[config.mk]
export PLATFORM = sky130hd
export DESIGN_NAME = longest_prefix_route_lookup
export DESIGN_NICKNAME = d
export VERILOG_FILES = /design/src/rtl/core/lpmr_pkg.sv /design/src/rtl/core/lpmr_ram.sv /design/src/rtl/core/longest_prefix_route_lookup.sv
export SDC_FILE = /design/constraint.sdc
export NUM_CORES = 2
export LEC_CHECK = 0
export BUFFER_PORTS_ARGS = -buffer_cell sky130_fd_sc_hd__buf_4
export CORE_MARGIN = 5
export CORE_UTILIZATION = 45
export CTS_BUF_LIST = sky130_fd_sc_hd__clkbuf_8
export DETAILED_ROUTE_END_ITERATION = 8
export SLEW_MARGIN = 25
export SYNTH_ARGS = -nofsm -noshare
export SYNTH_HDL_FRONTEND = slang
export SYNTH_SLANG_ARGS = --single-unit
export TNS_END_PERCENT = 10
[constraint.sdc]
create_clock -name clock -period 11.6 [get_ports clock]
set_input_delay 2.32 -clock clock [delete_from_list [all_inputs] [get_ports clock]]
set_output_delay 2.32 -clock clock [all_outputs]
set_load 0.005 [all_outputs]
[src/rtl/core/lpmr_pkg.sv]
`default_nettype none

package lpmr_pkg;

   // fixed field widths
   localparam int ADDR_W = 32;
   localparam int SLOT_W = 4;
   localparam int PORT_W = 2;

   // slots reachable through the slot field
   localparam int MAX_SLOTS = 1 << SLOT_W;

   // defaults for the top level parameters
   localparam int ROUTES_DEFAULT = 16;
   localparam int PORTS_DEFAULT  = 4;

   // function codes
   localparam logic FUNC_WRITE  = 1'b0;
   localparam logic FUNC_LOOKUP = 1'b1;

   typedef struct packed {
      logic              func;
      logic [SLOT_W-1:0] slot;
      logic [ADDR_W-1:0] route_dest;
      logic [ADDR_W-1:0] route_mask;
      logic [ADDR_W-1:0] route_gateway;
      logic [PORT_W-1:0] route_port;
      logic              route_enable;
      logic [ADDR_W-1:0] lookup_addr;
   } req_type;

   typedef struct packed {
      logic              hit;
      logic [ADDR_W-1:0] next_hop;
      logic [PORT_W-1:0] out_port;
      logic [SLOT_W-1:0] match_slot;
   } rsp_type;

   // one stored route
   typedef struct packed {
      logic [ADDR_W-1:0] dest;
      logic [ADDR_W-1:0] mask;
      logic [ADDR_W-1:0] gateway;
      logic [PORT_W-1:0] port;
   } entry_type;

   localparam int ENTRY_W = $bits(entry_type);

endpackage

`default_nettype wire

[src/rtl/core/lpmr_ram.sv]
`default_nettype none

module lpmr_ram #(
   parameter int WIDTH = lpmr_pkg::ENTRY_W,
   parameter int DEPTH = lpmr_pkg::ROUTES_DEFAULT
) (
   input  wire logic                                  clock,
   input  wire logic                                  wr_en,
   input  wire logic [((DEPTH > 1) ? $clog2(DEPTH) : 1)-1:0] wr_addr,
   input  wire logic [WIDTH-1:0]                      wr_data,
   input  wire logic                                  rd_en,
   input  wire logic [((DEPTH > 1) ? $clog2(DEPTH) : 1)-1:0] rd_addr,
   output logic      [WIDTH-1:0]                      rd_data_ff
);

   logic [WIDTH-1:0] mem_ff [DEPTH];

   always_ff @(posedge clock) begin
      if (wr_en) begin
         mem_ff[wr_addr] <= wr_data;
      end
      if (rd_en) begin
         rd_data_ff <= mem_ff[rd_addr];
      end
   end

endmodule

`default_nettype wire

[src/rtl/core/longest_prefix_route_lookup.sv]
`default_nettype none

// IPv4 longest-prefix-match route table. A transfer with func set to write
// stores one route (destination, mask, gateway, port, enable) in a slot in the
// cycle it is taken; busy stays low and nothing comes back. A write to a slot
// at or past the table depth, or with a port at or past PORTS, is dropped.
// A lookup transfer raises busy and walks the table one entry per cycle,
// since all entries sit in a RAM with one read port and a single mask/compare
// unit judges them in turn. busy stays high through the scan, the last compare
// and the result strobe. The table depth is ROUTES capped at the 16 slots the
// slot field can address. The result is on rsp_data in the last busy cycle, for
// exactly one cycle with rsp_valid high; the receiver cannot stall it, so it
// must take the transfer in that cycle. The longest (numerically largest)
// matching mask wins, the lowest slot wins a tie, and a mask of zero acts as a
// default route. On a miss hit is low and the other result fields are zero.
// Reset empties the table at once through per-slot valid flags.
module longest_prefix_route_lookup #(
   parameter int ROUTES = lpmr_pkg::ROUTES_DEFAULT,
   parameter int PORTS  = lpmr_pkg::PORTS_DEFAULT
) (
   input  wire logic             clock,
   input  wire logic             reset,
   input  wire logic             start,
   output logic                  busy,
   input  wire lpmr_pkg::req_type req_data,
   output logic                  rsp_valid,
   output lpmr_pkg::rsp_type     rsp_data
);

   // slots beyond the reach of the slot field can never be written
   localparam int DEPTH = (ROUTES < lpmr_pkg::MAX_SLOTS) ? ROUTES : lpmr_pkg::MAX_SLOTS;
   localparam int IDX_W = (DEPTH > 1) ? $clog2(DEPTH) : 1;
   localparam logic [IDX_W-1:0] LAST_IDX = IDX_W'(DEPTH - 1);

   // sequencer codes
   localparam logic [1:0] ST_IDLE = 2'd0;  // waiting for a transfer
   localparam logic [1:0] ST_SCAN = 2'd1;  // issuing table reads
   localparam logic [1:0] ST_LAST = 2'd2;  // judging the final entry
   localparam logic [1:0] ST_RESP = 2'd3;  // result strobe

   logic [1:0] state_ff, state_in;

   // input side
   logic req_take;
   logic wr_take;
   logic wr_ok;
   logic lookup_take;

   // table
   logic [DEPTH-1:0]          valid_ff;
   lpmr_pkg::entry_type       wr_entry;
   logic [lpmr_pkg::ENTRY_W-1:0] rd_raw;
   lpmr_pkg::entry_type       rd_entry;

   // scan pointer and compare stage
   logic [IDX_W-1:0] idx_ff, idx_in;
   logic [IDX_W-1:0] cmp_idx_ff;
   logic             cmp_go_ff;
   logic             rd_en;

   // lookup address and best match so far
   logic [lpmr_pkg::ADDR_W-1:0] addr_ff;
   logic                        found_ff;
   logic [lpmr_pkg::ADDR_W-1:0] best_mask_ff;
   logic [lpmr_pkg::ADDR_W-1:0] best_gw_ff;
   logic [lpmr_pkg::PORT_W-1:0] best_port_ff;
   logic [IDX_W-1:0]            best_idx_ff;

   logic entry_match;
   logic entry_wins;

   assign req_take    = start && !busy;
   assign wr_take     = req_take && (req_data.func == lpmr_pkg::FUNC_WRITE);
   assign lookup_take = req_take && (req_data.func == lpmr_pkg::FUNC_LOOKUP);

   // out-of-range slot or port drops the write
   assign wr_ok = (32'(req_data.slot) < 32'(DEPTH)) &&
                  (32'(req_data.route_port) < 32'(PORTS));

   assign wr_entry.dest    = req_data.route_dest;
   assign wr_entry.mask    = req_data.route_mask;
   assign wr_entry.gateway = req_data.route_gateway;
   assign wr_entry.port    = req_data.route_port;

   assign rd_en = (state_ff == ST_SCAN);

   lpmr_ram #(
      .WIDTH (lpmr_pkg::ENTRY_W),
      .DEPTH (DEPTH)
   ) u_table (
      .clock      (clock),
      .wr_en      (wr_take && wr_ok),
      .wr_addr    (req_data.slot[IDX_W-1:0]),
      .wr_data    (wr_entry),
      .rd_en      (rd_en),
      .rd_addr    (idx_ff),
      .rd_data_ff (rd_raw)
   );

   assign rd_entry = rd_raw;

   // shared compare unit: prefix test, then strict mask compare keeps the
   // lowest slot on a tie
   assign entry_match = valid_ff[cmp_idx_ff] &&
                        (((addr_ff ^ rd_entry.dest) & rd_entry.mask) == '0);
   assign entry_wins  = cmp_go_ff && entry_match &&
                        (!found_ff || (rd_entry.mask > best_mask_ff));

   // sequencer
   always_comb begin
      state_in = state_ff;
      idx_in   = idx_ff;
      case (state_ff)
         ST_IDLE: begin
            if (lookup_take) begin
               state_in = ST_SCAN;
               idx_in   = '0;
            end
         end
         ST_SCAN: begin
            if (idx_ff == LAST_IDX) begin
               state_in = ST_LAST;
            end else begin
               idx_in = idx_ff + 1'b1;
            end
         end
         ST_LAST: begin
            state_in = ST_RESP;
         end
         ST_RESP: begin
            state_in = ST_IDLE;
         end
         default: begin
            state_in = ST_IDLE;
         end
      endcase
   end

   always_ff @(posedge clock) begin
      if (reset) begin
         state_ff  <= ST_IDLE;
         cmp_go_ff <= 1'b0;
         valid_ff  <= '0;
         found_ff  <= 1'b0;
      end else begin
         state_ff  <= state_in;
         cmp_go_ff <= rd_en;
         if (wr_take && wr_ok) begin
            valid_ff[req_data.slot[IDX_W-1:0]] <= req_data.route_enable;
         end
         if (lookup_take) begin
            found_ff <= 1'b0;
         end else if (entry_wins) begin
            found_ff <= 1'b1;
         end
      end
   end

   // scan datapath
   always_ff @(posedge clock) begin
      idx_ff     <= idx_in;
      cmp_idx_ff <= idx_ff;
      if (lookup_take) begin
         addr_ff      <= req_data.lookup_addr;
         best_mask_ff <= '0;
         best_gw_ff   <= '0;
         best_port_ff <= '0;
         best_idx_ff  <= '0;
      end else if (entry_wins) begin
         best_mask_ff <= rd_entry.mask;
         best_gw_ff   <= rd_entry.gateway;
         best_port_ff <= rd_entry.port;
         best_idx_ff  <= cmp_idx_ff;
      end
   end

   // best registers stay zero on a miss
   assign busy                = (state_ff != ST_IDLE);
   assign rsp_valid           = (state_ff == ST_RESP);
   assign rsp_data.hit        = found_ff;
   assign rsp_data.next_hop   = best_gw_ff;
   assign rsp_data.out_port   = best_port_ff;
   assign rsp_data.match_slot = lpmr_pkg::SLOT_W'(best_idx_ff);

   // a result strobe only ends a lookup
   a_rsp_in_lookup: assert property (@(posedge clock) disable iff (reset)
      rsp_valid |-> busy)
      else $error("result strobe outside a lookup");

   // an accepted lookup holds busy
   a_lookup_busy: assert property (@(posedge clock) disable iff (reset)
      (start && !busy && (req_data.func == lpmr_pkg::FUNC_LOOKUP)) |=> busy)
      else $error("lookup accepted without raising busy");

   // the block frees up right after the strobe
   a_rsp_then_idle: assert property (@(posedge clock) disable iff (reset)
      rsp_valid |=> !busy && !rsp_valid)
      else $error("busy held past the result");

   // a miss carries zeros
   a_miss_zero: assert property (@(posedge clock) disable iff (reset)
      (rsp_valid && !rsp_data.hit) |->
         (rsp_data.next_hop == '0) && (rsp_data.out_port == '0) &&
         (rsp_data.match_slot == '0))
      else $error("miss result carries stale fields");

endmodule

`default_nettype wire
==> results.yml <==
pwr:
  powerDensity_nw_per_um2: 218
  p_leak_nw: 24.7
  total_power_mw: 16.8
  ir_worst_vdd_uv: 194
sta:
  finalHoldViolCount: 0
  clock_skew_ps: 96.0
  min_period_over_period_pct: 43.4
  final_max_slew_viol_count: 0
  finalCriticalPeriod_ps: 5030
  rsz0062_at_grt: "no"
  slew_headroom_pct: 21.6
  fmax_ghz: 0.199
  setup_viol: 0
  setup_tns_ps: 0
  worstMarginPinSlew_ps: 1180
critical_path:
  critPathLaunchType: "primary input"
  regToRegSetupSlack_ps: 7000
  arrival_ps: 5560
  r2r_cells: 7
  worstSetupPathType: "primary input to register"
  cp_max_fo: 48
  regToRegStartpoint: "state_ff[1]$_SDFFE_PP0P_"
  crit_start: "req_data[135]"
  worstReg2RegEnd: "u_table.mem_ff[12][60]$_DFFE_PP_"
  required_ps: 12130
  end_kind: "register"
clocking:
  clock_path_buffers: 4
  cts_repair_resize_count: 0
  clock_latency_ps: 1010
  cts-root-buf: "clkbuf_8"
  cts_tree: "done"
  ctsHoldBuffers: 0
  path_clk_slew_ps: 60
  ctsHtreeMaxLevel: 5
  numCtsBuffers: 308
  post-cts-setup-buffer-count: 0
  cts.sinks: 1796
placed_design:
  gp_congestion: 0.803
  port_buffers: 179
  hpwlAfterDp_um: 87500
synth:
  yosys_warnings: 0
  syn_area_um2: 68000
  avgSynthCellArea_um2: 23.4
  seq_area_frac_synth_pct: 77.9
  ys_types: 44
  mappedNetlistNets: 3088
  netlist_instances: 2911
  synth-seq-cells: 1796
floorplanning:
  die_y_um: 399
  rows: 142
  start_util_pct: 45.3
  fp.dieW_um: 399
  ios: 180
  core_area_um2: 150000
  die-area_um2: 159000
detailed_routing:
  route.vias.total: 31400
  wl_per_cell_um: 28.8
  routed_wl_um: 160000
  detail_route.drc_violations: 0
  drt-vias-per-instance: 5.66
  drt_iter0_drc: 3256
  ant_nets: 0
  drt_pre_antenna_iters: 5
global_routing:
  overflow: 0
  antenna_found_initial: 19
  grt_max_degree: 112
  grt_pass1_vias: 33700
  gr-usage-all-layers_pct: 20.2
  grt_pass1_wl_um: 231000
final_layout:
  multiInputGateArea_um2: 14200
  final_nets: 3494
  seq_area_um2: 53000
  drive_gt1_share_pct: 31.5
  fillers: 11800
  final_util_pct: 51.5
  synthToLayoutAreaGrowth_pct: 13.6
outcome:
  outcome: "complete, no violations"
worst_hold_path:
  min_path_type: "register to register"
  hold_depth: 2
  min_from: "best_mask_ff[31]$_SDFFE_PP0P_"
  whs_endpoint: "best_mask_ff[31]$_SDFFE_PP0P_"
run:
  maxCapViolations: 0
==> stage by stage <==
step,setup WS [ps],area (um^2),hold WS [ps],instances
detailed placement,5510,71700,451,5018
global placement,5620,71700,442,5017
finish,6570,77300,457,5556
global route,6490,77300,472,5551
CTS,6560,77100,460,5543
floorplan,1140,68000,346,2911
==> per-layer routing <==
metal / track usage (%) / vias up / part of all wire (%)
li1: - / 13100 / -
met4: 5.62 / 14 / 2.1
met3: 5.68 / 235 / 8.0
met5: 0 / - / 0.069
met1: 27.8 / 16800 / 41
met2: 32.0 / 1231 / 49
==> kinds of logic (layout without fill, tap and decap cells) <==
kind of cell	Yosys count	in the layout	share of synthesized area [%]
xor+xnor	34	34	0.438
fa+ha+maj	38	38	0.699
mux	572	572	17.5
simple gates	227	227	1.41
buf+inv	175	796	1.43
other cells	0	8	0
flops	1796	1796	77.9
compound gates	69	69	0.646
==> layout make-up <==
cell class	count	area share, %
Multi-Input combinational cell	940	18.4
Antenna cell	8	0.0259
Inverter	36	0.175
Clock inverter	198	1.17
Timing Repair Buffer	235	2.56
Tap cell	2016	3.26
Sequential cell	1796	68.6
Clock buffer	327	5.82
==> worst max-delay path by stage <==
stage / end / slack (ps) / cells after the start
2_1_floorplan: valid_ff[0]$_SDFFE_PP0P_ / 1140 / 5
3_3_place_gp: valid_ff[11]$_SDFFE_PP0P_ / 5620 / 9
3_5_place_dp: u_table.mem_ff[11][35]$_DFFE_PP_ / 5510 / 7
4_1_cts: u_table.mem_ff[11][47]$_DFFE_PP_ / 6560 / 7
5_1_grt: u_table.mem_ff[12][60]$_DFFE_PP_ / 6490 / 5
6_report: u_table.mem_ff[12][60]$_DFFE_PP_ / 6570 / 5
==> layout by cell type, fill, tap and decap left out, types with 11 or more instances in the layout <==
cell / instances
mux2i_1: 77
nor2_1: 13
dfxtp_1: 94
a21oi_1: 26
o21ai_0: 15
a22oi_1: 15
xor2_1: 32
inv_1: 135
nor2_4: 12
mux4_2: 494
ha_1: 37
clkinv_1: 65
edfxtp_1: 1702
clkinv_2: 21
nand2_1: 160
nand4_1: 11
buf_4: 215
clkbuf_8: 327
==> worst max-delay path, cell delays in order <==
cell	delay [ps]
buf_4	140
or4_1	770
nor2_4	750
buf_4	660
buf_4	850
==> cell usage after synthesis (all sizes together) <==
cell type,count,area (um^2)
ha,38,475
xor2,32,280
nand2b,2,12.5
a21oi,26,130
o211ai,1,7.51
o21a,1,7.51
a22oi,15,113
edfxtp,1702,51100
and2,3,18.8
dfxtp,94,1880
a311oi,1,15.0
nor2,25,93.8
nor2b,4,25.0
mux4,494,11100
mux2i,78,781
nor4,2,12.5
nand3,7,35.0
a221o,1,10.0
nor3,6,30.0
nand3b,3,22.5
or4,2,15.0
o21ai,15,75.1
inv,36,135
a31oi,1,6.26
o31ai,1,12.5
buf,58,412
nand2,160,601
dlygate4sd3,3,30.0
and4bb,1,12.5
clkbuf,78,393
o2bb2ai,1,8.76
and4,1,8.76
nand4,11,68.8
a211oi,1,7.51
o41ai,1,8.76
xnor2,2,17.5
a21o,2,15.0
a21boi,2,22.5
==> registers in the layout, indices dropped and copies added, names as in the netlist <==
| register | count |
|---|---|
| addr_ff | 32 |
| best_gw_ff | 32 |
| best_idx_ff | 4 |
| best_mask_ff | 32 |
| best_port_ff | 2 |
| cmp_go_ff | 1 |
| cmp_idx_ff | 4 |
| found_ff | 1 |
| idx_ff | 4 |
| state_ff | 2 |
| u_table.mem_ff | 1568 |
| u_table.rd_data_ff | 98 |
| valid_ff | 16 |
==> power breakdown <==
group,leakage [nW],switching [mW],internal (mW)
Combinational,5.40,2.11,1.94
Sequential,16.1,0.185,7.52
Clock,3.13,2.41,2.67
Total,24.7,4.70,12.1
No activity file was read; power rests on OpenSTA's default activity.
